## src/rtl/shs_pkg.sv

```systemverilog
// ----------------------------------------------------------------------------
// shs_pkg
// Shared types, constants and round functions of the SHA-256 stream hasher.
// ----------------------------------------------------------------------------
package shs_pkg;

  localparam int unsigned BlockBits = 512;
  localparam int unsigned ChainLen  = 8;
  localparam logic [7:0]  PadByte   = 8'h80;
  localparam logic [5:0]  LenFill   = 6'd56;
  localparam logic        CmdAbsorb = 1'b0;
  localparam logic        CmdFinish = 1'b1;

  typedef struct packed {
    logic       is_finish;
    logic [7:0] data;
  } item_t;

  typedef struct packed {
    logic start;
    logic restart;
  } core_ctrl_t;

  typedef struct packed {
    logic busy;
  } core_stat_t;

  function automatic logic [31:0] iv_word(input logic [2:0] idx);
    logic [31:0] r;
    case (idx)
      3'd0:    r = 32'h6a09e667;
      3'd1:    r = 32'hbb67ae85;
      3'd2:    r = 32'h3c6ef372;
      3'd3:    r = 32'ha54ff53a;
      3'd4:    r = 32'h510e527f;
      3'd5:    r = 32'h9b05688c;
      3'd6:    r = 32'h1f83d9ab;
      default: r = 32'h5be0cd19;
    endcase
    return r;
  endfunction

  function automatic logic [31:0] round_k(input logic [5:0] idx);
    logic [31:0] r;
    case (idx)
      6'd0:  r = 32'h428a2f98; 6'd1:  r = 32'h71374491;
      6'd2:  r = 32'hb5c0fbcf; 6'd3:  r = 32'he9b5dba5;
      6'd4:  r = 32'h3956c25b; 6'd5:  r = 32'h59f111f1;
      6'd6:  r = 32'h923f82a4; 6'd7:  r = 32'hab1c5ed5;
      6'd8:  r = 32'hd807aa98; 6'd9:  r = 32'h12835b01;
      6'd10: r = 32'h243185be; 6'd11: r = 32'h550c7dc3;
      6'd12: r = 32'h72be5d74; 6'd13: r = 32'h80deb1fe;
      6'd14: r = 32'h9bdc06a7; 6'd15: r = 32'hc19bf174;
      6'd16: r = 32'he49b69c1; 6'd17: r = 32'hefbe4786;
      6'd18: r = 32'h0fc19dc6; 6'd19: r = 32'h240ca1cc;
      6'd20: r = 32'h2de92c6f; 6'd21: r = 32'h4a7484aa;
      6'd22: r = 32'h5cb0a9dc; 6'd23: r = 32'h76f988da;
      6'd24: r = 32'h983e5152; 6'd25: r = 32'ha831c66d;
      6'd26: r = 32'hb00327c8; 6'd27: r = 32'hbf597fc7;
      6'd28: r = 32'hc6e00bf3; 6'd29: r = 32'hd5a79147;
      6'd30: r = 32'h06ca6351; 6'd31: r = 32'h14292967;
      6'd32: r = 32'h27b70a85; 6'd33: r = 32'h2e1b2138;
      6'd34: r = 32'h4d2c6dfc; 6'd35: r = 32'h53380d13;
      6'd36: r = 32'h650a7354; 6'd37: r = 32'h766a0abb;
      6'd38: r = 32'h81c2c92e; 6'd39: r = 32'h92722c85;
      6'd40: r = 32'ha2bfe8a1; 6'd41: r = 32'ha81a664b;
      6'd42: r = 32'hc24b8b70; 6'd43: r = 32'hc76c51a3;
      6'd44: r = 32'hd192e819; 6'd45: r = 32'hd6990624;
      6'd46: r = 32'hf40e3585; 6'd47: r = 32'h106aa070;
      6'd48: r = 32'h19a4c116; 6'd49: r = 32'h1e376c08;
      6'd50: r = 32'h2748774c; 6'd51: r = 32'h34b0bcb5;
      6'd52: r = 32'h391c0cb3; 6'd53: r = 32'h4ed8aa4a;
      6'd54: r = 32'h5b9cca4f; 6'd55: r = 32'h682e6ff3;
      6'd56: r = 32'h748f82ee; 6'd57: r = 32'h78a5636f;
      6'd58: r = 32'h84c87814; 6'd59: r = 32'h8cc70208;
      6'd60: r = 32'h90befffa; 6'd61: r = 32'ha4506ceb;
      6'd62: r = 32'hbef9a3f7;
      default: r = 32'hc67178f2;
    endcase
    return r;
  endfunction

  function automatic logic [31:0] ror(input logic [31:0] x, input int unsigned n);
    return (x >> n) | (x << (32 - n));
  endfunction

endpackage

```

## src/rtl/sha256_stream_hasher_top.sv

```systemverilog
// An absorb item is shifted into the block register; a full block adds a compression.
// A finish item adds padding and one or two compressions, then eight digest items
// leave one per cycle through the output register while the receiver is ready.
// Throughput: one byte per cycle between blocks, limited by the single round unit.
// Reset: asynchronous active low; chaining words return to the initial hash values.
// ----------------------------------------------------------------------------
// sha256_stream_hasher_top
// SHA-256 over a byte stream with an input queue and a round-serial core.
// ----------------------------------------------------------------------------
module sha256_stream_hasher_top import shs_pkg::*; #(
  parameter int unsigned QueueDepth = 2
) (
  input  logic        clk_i,
  input  logic        rst_ni,
  input  logic        in_valid_i,
  output logic        in_ready_o,
  input  logic        command_i,
  input  logic [7:0]  data_byte_i,
  output logic        out_valid_o,
  input  logic        out_ready_i,
  output logic [31:0] digest_word_o,
  output logic [2:0]  word_index_o,
  output logic        last_word_o
);

  logic                 item_valid, pop;
  item_t                item;
  core_ctrl_t           ctrl;
  core_stat_t           stat;
  logic [BlockBits-1:0] block;
  logic [31:0]          chain [ChainLen];

  shs_front #(.Depth(QueueDepth)) u_front (
    .clk_i, .rst_ni, .in_valid_i, .in_ready_o, .command_i, .data_byte_i,
    .item_valid_o(item_valid), .item_o(item), .pop_i(pop)
  );

  shs_back u_back (
    .clk_i, .rst_ni, .item_valid_i(item_valid), .item_i(item), .pop_o(pop),
    .ctrl_o(ctrl), .block_o(block), .stat_i(stat), .chain_i(chain),
    .out_valid_o, .out_ready_i, .digest_word_o, .word_index_o, .last_word_o
  );

  shs_core u_core (
    .clk_i, .rst_ni, .ctrl_i(ctrl), .block_i(block), .stat_o(stat), .chain_o(chain)
  );

`ifndef SYNTHESIS
  a_start_idle: assert property (@(posedge clk_i) disable iff (!rst_ni)
    ctrl.start |-> !stat.busy) else $error("block started while core busy");
  a_last_idx: assert property (@(posedge clk_i) disable iff (!rst_ni)
    out_valid_o && last_word_o |-> word_index_o == 3'd7) else $error("bad last word");
  a_restart_iv: assert property (@(posedge clk_i) disable iff (!rst_ni)
    ctrl.restart |=> chain[0] == 32'h6a09e667) else $error("chain not restarted");
  a_no_pop_busy: assert property (@(posedge clk_i) disable iff (!rst_ni)
    stat.busy |-> !pop) else $error("item taken during compression");
`endif

endmodule

```

## src/rtl/shs_front.sv

```systemverilog
// ----------------------------------------------------------------------------
// shs_front
// Input queue: accepts items, tags finish items and buffers them for the back.
// ----------------------------------------------------------------------------
module shs_front import shs_pkg::*; #(
  parameter int unsigned Depth = 2
) (
  input  logic       clk_i,
  input  logic       rst_ni,
  input  logic       in_valid_i,
  output logic       in_ready_o,
  input  logic       command_i,
  input  logic [7:0] data_byte_i,
  output logic       item_valid_o,
  output item_t      item_o,
  input  logic       pop_i
);

  localparam int unsigned PtrW = (Depth > 1) ? $clog2(Depth) : 1;
  localparam int unsigned CntW = $clog2(Depth + 1);

  item_t            mem_q [Depth];
  logic [PtrW-1:0]  wr_q, wr_d, rd_q, rd_d;
  logic [CntW-1:0]  cnt_q, cnt_d;
  logic             push, pop;

  assign in_ready_o   = (cnt_q != CntW'(Depth));
  assign item_valid_o = (cnt_q != '0);
  assign item_o       = mem_q[rd_q];
  assign push         = in_valid_i && in_ready_o;
  assign pop          = pop_i && item_valid_o;

  always_comb begin
    wr_d  = wr_q;
    rd_d  = rd_q;
    cnt_d = cnt_q;
    if (push) begin
      wr_d = (wr_q == PtrW'(Depth - 1)) ? '0 : wr_q + 1'b1;
    end
    if (pop) begin
      rd_d = (rd_q == PtrW'(Depth - 1)) ? '0 : rd_q + 1'b1;
    end
    if (push && !pop) begin
      cnt_d = cnt_q + 1'b1;
    end else if (pop && !push) begin
      cnt_d = cnt_q - 1'b1;
    end
  end

  always_ff @(posedge clk_i or negedge rst_ni) begin
    if (!rst_ni) begin
      wr_q  <= '0;
      rd_q  <= '0;
      cnt_q <= '0;
    end else begin
      wr_q  <= wr_d;
      rd_q  <= rd_d;
      cnt_q <= cnt_d;
    end
  end

  always_ff @(posedge clk_i) begin
    if (push) begin
      mem_q[wr_q].is_finish <= (command_i == CmdFinish);
      mem_q[wr_q].data      <= data_byte_i;
    end
  end

endmodule

```

## src/rtl/shs_core.sv

```systemverilog
// ----------------------------------------------------------------------------
// shs_core
// SHA-256 compression: one round per cycle over a 16-word schedule window.
// ----------------------------------------------------------------------------
module shs_core import shs_pkg::*; (
  input  logic                 clk_i,
  input  logic                 rst_ni,
  input  core_ctrl_t           ctrl_i,
  input  logic [BlockBits-1:0] block_i,
  output core_stat_t           stat_o,
  output logic [31:0]          chain_o [ChainLen]
);

  logic [31:0] chain_q [ChainLen];
  logic [31:0] v_q [8];
  logic [31:0] w_q [16];
  logic [5:0]  rnd_q;
  logic        busy_q, fin_q;
  logic [31:0] t1, t2, ch, mj, w_new, s0, s1;

  assign stat_o.busy = busy_q;
  assign chain_o     = chain_q;

  always_comb begin
    ch    = (v_q[4] & v_q[5]) ^ (~v_q[4] & v_q[6]);
    mj    = (v_q[0] & v_q[1]) ^ (v_q[0] & v_q[2]) ^ (v_q[1] & v_q[2]);
    t1    = v_q[7] + (ror(v_q[4], 6) ^ ror(v_q[4], 11) ^ ror(v_q[4], 25)) + ch
            + round_k(rnd_q) + w_q[0];
    t2    = (ror(v_q[0], 2) ^ ror(v_q[0], 13) ^ ror(v_q[0], 22)) + mj;
    s0    = ror(w_q[1], 7) ^ ror(w_q[1], 18) ^ (w_q[1] >> 3);
    s1    = ror(w_q[14], 17) ^ ror(w_q[14], 19) ^ (w_q[14] >> 10);
    w_new = s1 + w_q[9] + s0 + w_q[0];
  end

  always_ff @(posedge clk_i or negedge rst_ni) begin
    if (!rst_ni) begin
      for (int i = 0; i < ChainLen; i++) chain_q[i] <= iv_word(3'(i));
      busy_q <= 1'b0;
      fin_q  <= 1'b0;
      rnd_q  <= '0;
    end else begin
      if (ctrl_i.restart) begin
        for (int i = 0; i < ChainLen; i++) chain_q[i] <= iv_word(3'(i));
      end else if (fin_q) begin
        for (int i = 0; i < ChainLen; i++) chain_q[i] <= chain_q[i] + v_q[i];
      end
      if (ctrl_i.start) begin
        busy_q <= 1'b1;
        rnd_q  <= '0;
      end else if (fin_q) begin
        busy_q <= 1'b0;
        fin_q  <= 1'b0;
      end else if (busy_q) begin
        rnd_q <= rnd_q + 1'b1;
        if (rnd_q == 6'd63) begin
          fin_q <= 1'b1;
        end
      end
    end
  end

  always_ff @(posedge clk_i) begin
    if (ctrl_i.start) begin
      for (int i = 0; i < 8; i++) v_q[i] <= chain_q[i];
      for (int i = 0; i < 16; i++) w_q[i] <= block_i[BlockBits-1-32*i -: 32];
    end else if (busy_q && !fin_q) begin
      v_q[7] <= v_q[6];
      v_q[6] <= v_q[5];
      v_q[5] <= v_q[4];
      v_q[4] <= v_q[3] + t1;
      v_q[3] <= v_q[2];
      v_q[2] <= v_q[1];
      v_q[1] <= v_q[0];
      v_q[0] <= t1 + t2;
      for (int i = 0; i < 15; i++) w_q[i] <= w_q[i+1];
      w_q[15] <= w_new;
    end
  end

endmodule

```

## src/rtl/shs_back.sv

```systemverilog
// ----------------------------------------------------------------------------
// shs_back
// Block assembly, padding sequencer and digest output register.
// ----------------------------------------------------------------------------
module shs_back import shs_pkg::*; (
  input  logic                 clk_i,
  input  logic                 rst_ni,
  input  logic                 item_valid_i,
  input  item_t                item_i,
  output logic                 pop_o,
  output core_ctrl_t           ctrl_o,
  output logic [BlockBits-1:0] block_o,
  input  core_stat_t           stat_i,
  input  logic [31:0]          chain_i [ChainLen],
  output logic                 out_valid_o,
  input  logic                 out_ready_i,
  output logic [31:0]          digest_word_o,
  output logic [2:0]           word_index_o,
  output logic                 last_word_o
);

  localparam logic [2:0] StIdle = 3'd0;
  localparam logic [2:0] StPadz = 3'd1;
  localparam logic [2:0] StLen  = 3'd2;
  localparam logic [2:0] StComp = 3'd3;
  localparam logic [2:0] StOut  = 3'd4;

  logic [2:0]           state_q, state_d, ret_q, ret_d;
  logic [5:0]           fill_q;
  logic [63:0]          bits_q, bits_d;
  logic [2:0]           len_q, len_d, oidx_q, oidx_d;
  logic [BlockBits-1:0] block_q;
  logic                 shift_en, out_load;
  logic [7:0]           shift_byte;
  logic                 out_valid_q, last_q;
  logic [31:0]          word_q;
  logic [2:0]           widx_q;

  // the core takes the block together with the byte that completes it
  assign block_o       = {block_q[BlockBits-9:0], shift_byte};
  assign out_valid_o   = out_valid_q;
  assign digest_word_o = word_q;
  assign word_index_o  = widx_q;
  assign last_word_o   = last_q;

  always_comb begin
    state_d        = state_q;
    ret_d          = ret_q;
    bits_d         = bits_q;
    len_d          = len_q;
    oidx_d         = oidx_q;
    shift_en       = 1'b0;
    shift_byte     = '0;
    pop_o          = 1'b0;
    out_load       = 1'b0;
    ctrl_o.restart = 1'b0;
    case (state_q)
      StIdle: begin
        if (item_valid_i) begin
          pop_o    = 1'b1;
          shift_en = 1'b1;
          if (item_i.is_finish) begin
            shift_byte = PadByte;
            ret_d      = StPadz;
            state_d    = StPadz;
          end else begin
            shift_byte = item_i.data;
            bits_d     = bits_q + 64'd8;
            ret_d      = StIdle;
          end
        end
      end
      StPadz: begin
        if (fill_q == LenFill) begin
          state_d = StLen;
          len_d   = '0;
        end else begin
          shift_en = 1'b1;
          ret_d    = StPadz;
        end
      end
      StLen: begin
        shift_en   = 1'b1;
        shift_byte = 8'(bits_q >> (6'd56 - {len_q, 3'b000}));
        len_d      = len_q + 1'b1;
        ret_d      = StOut;
        oidx_d     = '0;
      end
      StComp: begin
        if (!stat_i.busy) begin
          state_d = ret_q;
        end
      end
      StOut: begin
        if (!out_valid_q || out_ready_i) begin
          out_load = 1'b1;
          oidx_d   = oidx_q + 1'b1;
          if (oidx_q == 3'd7) begin
            ctrl_o.restart = 1'b1;
            bits_d         = '0;
            state_d        = StIdle;
          end
        end
      end
      default: state_d = StIdle;
    endcase
    // a full block hands over to the compression core
    ctrl_o.start = shift_en && (fill_q == 6'd63);
    if (ctrl_o.start) begin
      state_d = StComp;
    end
  end

  always_ff @(posedge clk_i or negedge rst_ni) begin
    if (!rst_ni) begin
      state_q     <= StIdle;
      ret_q       <= StIdle;
      fill_q      <= '0;
      bits_q      <= '0;
      len_q       <= '0;
      oidx_q      <= '0;
      out_valid_q <= 1'b0;
    end else begin
      state_q <= state_d;
      ret_q   <= ret_d;
      bits_q  <= bits_d;
      len_q   <= len_d;
      oidx_q  <= oidx_d;
      if (shift_en) begin
        fill_q <= fill_q + 1'b1;
      end
      if (out_load) begin
        out_valid_q <= 1'b1;
      end else if (out_ready_i) begin
        out_valid_q <= 1'b0;
      end
    end
  end

  always_ff @(posedge clk_i) begin
    if (shift_en) begin
      block_q <= {block_q[BlockBits-9:0], shift_byte};
    end
    if (out_load) begin
      word_q <= chain_i[oidx_q];
      widx_q <= oidx_q;
      last_q <= (oidx_q == 3'd7);
    end
  end

endmodule
```

## config.mk

```make
export PLATFORM = sky130hd
export DESIGN_NAME = sha256_stream_hasher_top
export DESIGN_NICKNAME = d
export VERILOG_FILES = /design/src/rtl/shs_pkg.sv /design/src/rtl/sha256_stream_hasher_top.sv /design/src/rtl/shs_front.sv /design/src/rtl/shs_core.sv /design/src/rtl/shs_back.sv
export SDC_FILE = /design/constraint.sdc
export NUM_CORES = 2
export LEC_CHECK = 0
export BUFFER_PORTS_ARGS = -buffer_cell sky130_fd_sc_hd__buf_2
export CAP_MARGIN = 20
export CORE_MARGIN = 4
export CORE_UTILIZATION = 40
export CTS_CLUSTER_SIZE = 16
export DETAILED_ROUTE_END_ITERATION = 16
export SLEW_MARGIN = 20
export SYNTH_ARGS = -nofsm -noshare
export SYNTH_HDL_FRONTEND = slang
export SYNTH_SLANG_ARGS = --single-unit
```

## constraint.sdc

```tcl
create_clock -name clk_i -period 44.6 [get_ports clk_i]
set_input_delay 2.23 -clock clk_i [delete_from_list [all_inputs] [get_ports clk_i]]
set_output_delay 2.23 -clock clk_i [all_outputs]
set_load 0.1 [all_outputs]
```

# Word level (Yosys, flattened, before mapping)
# Memory sizes are Yosys's and may differ from the RTL's.
# Cells that the tools add are included.
[op_classes]
bitwise_logic = 52
multipliers = 0
magnitude_cmp = 1
div = 0
n_reduce_logical = 28
muxes = 83
n_eq_ne = 23
n_addsub = 28
n_shift = 1
[op_table]
columns = ["operator", "count"]
rows = [
  ["32-bit two-way mux", 26],
  ["32-bit adder", 18],
  ["256-bit two-way mux", 2],
  ["32-bit XOR", 9],
  ["64-bit two-way mux", 4],
  ["32-bit AND", 5],
  ["64-bit one-hot mux with 2 select lines", 1],
  ["32-bit binary-select mux with 3-bit select", 1],
  ["64-bit by 4-bit adder with 64-bit output, second input constant", 1],
  ["64-bit by 6-bit right shift with 8-bit output", 1],
  ["3-bit two-way mux", 11],
  ["32-bit NOT", 1],
  ["10-bit by 32-bit bitwise OR with 32-bit output", 1],
  ["13-bit by 32-bit bitwise OR with 32-bit output", 1],
  ["14-bit by 32-bit bitwise OR with 32-bit output", 1],
  ["15-bit by 32-bit bitwise OR with 32-bit output", 1],
  ["19-bit by 32-bit bitwise OR with 32-bit output", 1],
  ["21-bit by 32-bit bitwise OR with 32-bit output", 1],
  ["25-bit by 32-bit bitwise OR with 32-bit output", 1],
  ["26-bit by 32-bit bitwise OR with 32-bit output", 1],
  ["30-bit by 32-bit bitwise OR with 32-bit output", 1],
  ["7-bit by 32-bit bitwise OR with 32-bit output", 1],
  ["32-bit by 22-bit XOR with 32-bit output", 1],
  ["32-bit by 29-bit XOR with 32-bit output", 1],
  ["36 further kinds", 124],
]
[word_totals]
latchBits = 0
regBits = 891
romBits = 2048
out_inout_bits = 38
n_memories = 4
ramBits = 786
elab_cells = 245
[memory_table]
columns = ["name", "words", "width", "rd", "rd_ports_with_merged_regs", "wr", "line_no", "text"]
rows = [
  ["(no name shown)", 64, 32, 1, 0, 0, "shs_pkg.sv:45", "case (idx)"],
  ["u_core.w_q", 16, 32, 16, 0, 16, "shs_core.sv:16", "logic [31:0] w_q [16];"],
  ["u_core.v_q", 8, 32, 8, 0, 8, "shs_core.sv:15", "logic [31:0] v_q [8];"],
  ["u_front.mem_q", 2, 9, 1, 0, 1, "shs_front.sv:22", "item_t mem_q [Depth];"],
]

# Logic depth before layout (Yosys ltp)
# An unclocked memory read counts as a cell.
[logic_depth]
word_depth = 10
depth_mapped = 41
ltp_nobuf = 40

# By module
# From an unflattened synthesis, not the netlist that was laid out.
[hier_totals]
cells_unflattened = 8703
area_unflattened_um2 = 94191.6
[modules_own_cells]
columns = ["module", "cells_per_inst", "area_each_um2", "seq_area_each_um2", "n_inst"]
rows = [
  ["shs_core", 7466, 70297.4, 29838.6, 1],
  ["shs_back", 1191, 23033.3, 18192.4, 1],
  ["shs_front", 46, 860.8, 640.6, 1],
]

# Least setup slack after synthesis
# Ideal clock, no wire load.
[synth_path]
path_type = "register to register"
start = "reg u_front.cnt_q[0]"
end = "mem u_core.v_q[0][0], enable pin"
setup_slack_ps = 25272
n_path_buf = 2
t_arrival_ps = 13977
setup_time_ps = 5352
t_required_ps = 39248
path_stages_with_launch = 8
cell_sequence = "dfrtp_1 or2_1 o21ai_0 a21oi_1 nand4_1 clkbuf_1 clkbuf_1 nand2_1"
[synth_rtl]
columns = ["item", "line_no", "text"]
rows = [
  ["start, declared", "shs_front.sv:24", "logic [CntW-1:0] cnt_q, cnt_d;"],
  ["start signal, assigned", "shs_front.sv:58", "cnt_q <= cnt_d;"],
  ["end, declared", "shs_core.sv:15", ""],
]

==> out/results.ini <==
[outcome]
outcome = completed

[setup_path]
startpoint_type = flip-flop
worst_path_most_repeated_cell = o21ai_0
reg2reg_slack_ns = 33.94
required_ns = 45.17
worstPathMaxFanout = 22
arrival_ns = 11.23
worstReg2RegStart = u_core.rnd_q[1]$_DFFE_PN0P_
critPathMaxStageDelay_ns = 0.96
worst-setup-path-type = flip-flop to flip-flop
critPathCaptureType = flip-flop
ff2ff_path_depth = 37
reg2reg_to = u_core.v_q[0][31]$_DFFE_PP_
slowest_stage = ha_1
crit_start = u_core.rnd_q[1]$_DFFE_PN0P_

[cells_and_area]
stdcell_area_sq_um = 104000
fin_nets = 9589
area_growth_pct = 10.2
drive_gt1_share_pct = 8.04

[detailed_routing]
drtAntennaViolNets = 0
drt_wl_total_microns = 283000
wl_per_cell_microns = 23.0
drt-pass1-iter-count = 6
drc = 0
viasPerCell = 5.53
num_vias = 67900
drt_iter0_markers = 6410

[clock_tree]
clkLatencyLatePin_ns = 0.88
numCtsBuffers = 187
ctsLongestPathBuffers = 3
cts_htree_levels = 4
cts_tree = done
post_cts_buffers = 0
cts_hold_buffers = 0
clock-sinks = 1673
root_buffer = clkbuf_16
clk_pin_slew_ns = 0.06
cts_resized = 0

[die]
core_area_sq_um = 233000
die_w_microns = 493
die-area_sq_um = 243000
boundaryPins = 51
rows = 177
initial_core_util_pct = 40.3
die_y_microns = 493

[synthesis]
async_flop_share_pct = 20.7
synth-edff-count = 1326
synth.avg_cell_area_sq_um = 10.3
synth_compound_area_share_pct = 10.3
netlist_area_sq_um = 93900
synth_common_cells = 2519 x nand2_1, 1326 x edfxtp_1, 493 x nor2_1
synthTopCellsByArea = edfxtp_1 42%, nand2_1 10%, dfrtp_1 5.6%
synth.most_common_cell = nand2_1
synth_fa_ha_area_share_pct = 9.68
synthCells = 9085
seq_area_frac_synth_pct = 51.8
yosysWarningCount = 0
ys_seq_elements = 1673
synthXorXnorAreaFrac_pct = 5.51
synth_top_family_by_area = simple AND/OR/NAND/NOR gates
synth.distinct_cells = 98
yosys.area_share.simple_pct = 15.7
synth_top_area_share_pct = 42.4
syn_nets = 9690
synthFlopType = edfxtp_1
yosys.area.top_type = edfxtp_1
synth_mux_area_share_pct = 3.69

[hold_path]
hold_path_depth = 0
hp-start = u_back.block_q[382]$_DFFE_PP_
hold_class = flip-flop to flip-flop
min_to = u_back.block_q[390]$_DFFE_PP_

[sta]
period_minus_slack_ns = 10.66
fin_crit_sh_pct = 23.9
worst_clock_skew_ns = 0.0890
relSlewSlack_pct = 25.5
setup_viol = 0
timing_hold_violations_final = 0
max_freq_mhz = 93.8
rsz0062_at_grt = false
tightest_slew_ns = 1.12
setup_tns_ns = 0
slew_viol_final = 0

[grt]
grt_pass1_vias = 65700
grt_pass1_wl_microns = 424000
grt_remaining_overflow = 0
grt_antenna_before_repair = 9
grt_max_degree = 205
grtUsageTotal_pct = 22.7

[placement]
place_area_sq_um = 97300
dpl.hpwl_microns = 202000
place.gp.congestion = 0.959
io_buffers = 50

[job]
cap_violations = 0

stage by stage:
stage               hold WS [ns]  instances  utilization, %  setup slack [ns]
floorplan                  0.426       9085               -             25.27
global placement           0.429      11900            41.7             33.91
detailed placement         0.431      11900            41.7             33.92
CTS                        0.377      12300            44.4             33.90
global route               0.377      12300            44.4             33.25
finish                     0.376      12300            44.4             33.94
flip-flops by register name, indices dropped and copies added, names as in the netlist, 6 cells and up:
name / flops
u_back.digest_word_o: 32
u_back.fill_q: 6
u_core.w_q: 512
u_front.mem_q: 18
u_core.v_q: 256
u_back.block_q: 504
u_core.rnd_q: 6
u_back.bits_q: 61
u_core.chain_o: 256
worst max path at each step:
| stage | slack [ns] | depth (start not counted) | to |
|---|---|---|---|
| floorplan | 25.27 | 7 | u_core.v_q[0][0]$_DFFE_PP_ |
| global placement | 33.91 | 37 | u_core.v_q[0][31]$_DFFE_PP_ |
| detailed placement | 33.92 | 37 | u_core.v_q[0][31]$_DFFE_PP_ |
| CTS | 33.90 | 37 | u_core.v_q[0][31]$_DFFE_PP_ |
| global route | 33.25 | 37 | u_core.v_q[0][31]$_DFFE_PP_ |
| finish | 33.94 | 37 | u_core.v_q[0][31]$_DFFE_PP_ |
area by class of cell:
cell class | instances | area, sq um
Antenna cell | 7 | 17.5
Timing Repair Buffer | 137 | 1000
Inverter | 405 | 1530
Sequential cell | 1673 | 48700
Clock buffer | 253 | 5130
Tap cell | 3132 | 3920
Clock inverter | 94 | 1030
Fill cell | 21800 | 130000
Multi-Input combinational cell | 6580 | 42200
cell usage in the layout (no fill, tap or decap), drive strengths merged, types with 19 or more instances in the layout:
master	instances
ha	397
buf	137
and3	40
nand2b	65
or3	35
a21oi	471
o211ai	41
a31oi	62
xnor2	372
mux2	47
edfxtp	1326
o21ai	450
o22ai	21
nand2	2520
a21o	158
dfrtp	211
o21a	55
nor2b	54
and2	26
mux4	83
maj3	22
fa	195
nor2	493
mux2i	107
clkinv	81
a211o	19
clkbuf	253
nand3	107
dfstp	136
a211oi	59
o31ai	42
inv	406
o21bai	43
nor3	96
xor2	219
nand4	34
worst max-delay path: cells and delay by family, from the launching register on:
family | cells | cell delay, ns
compound gates | 20 | 4.29
fa+ha+maj | 7 | 3.57
buf+inv | 4 | 0.96
xor+xnor | 3 | 0.67
simple gates | 3 | 0.57
flops | 1 | 0.32
logic make-up (layout without fill, tap and decap cells):
| logic type | after synthesis | in the layout |
|---|---|---|
| other | 0 | 7 |
| adders and majority gates | 614 | 614 |
| AOI/OAI and AO/OA | 1568 | 1568 |
| and+or+nand+nor | 3570 | 3570 |
| buffers and inverters | 832 | 889 |
| muxes | 237 | 237 |
| xor gates and xnor gates | 591 | 591 |
| DFF | 1673 | 1673 |
metal layers:
metal	share of wire, %	vias to the layer above	global-route usage [%]
li1	-	31300	-
met1	44	33800	32.6
met2	45	2370	34.9
met3	6.9	459	3.91
met4	3.7	4	7.86
met5	0.012	-	0
Power is not shown: default switching activity piles up to over one toggle a cycle in this logic, so the estimate is an artifact.
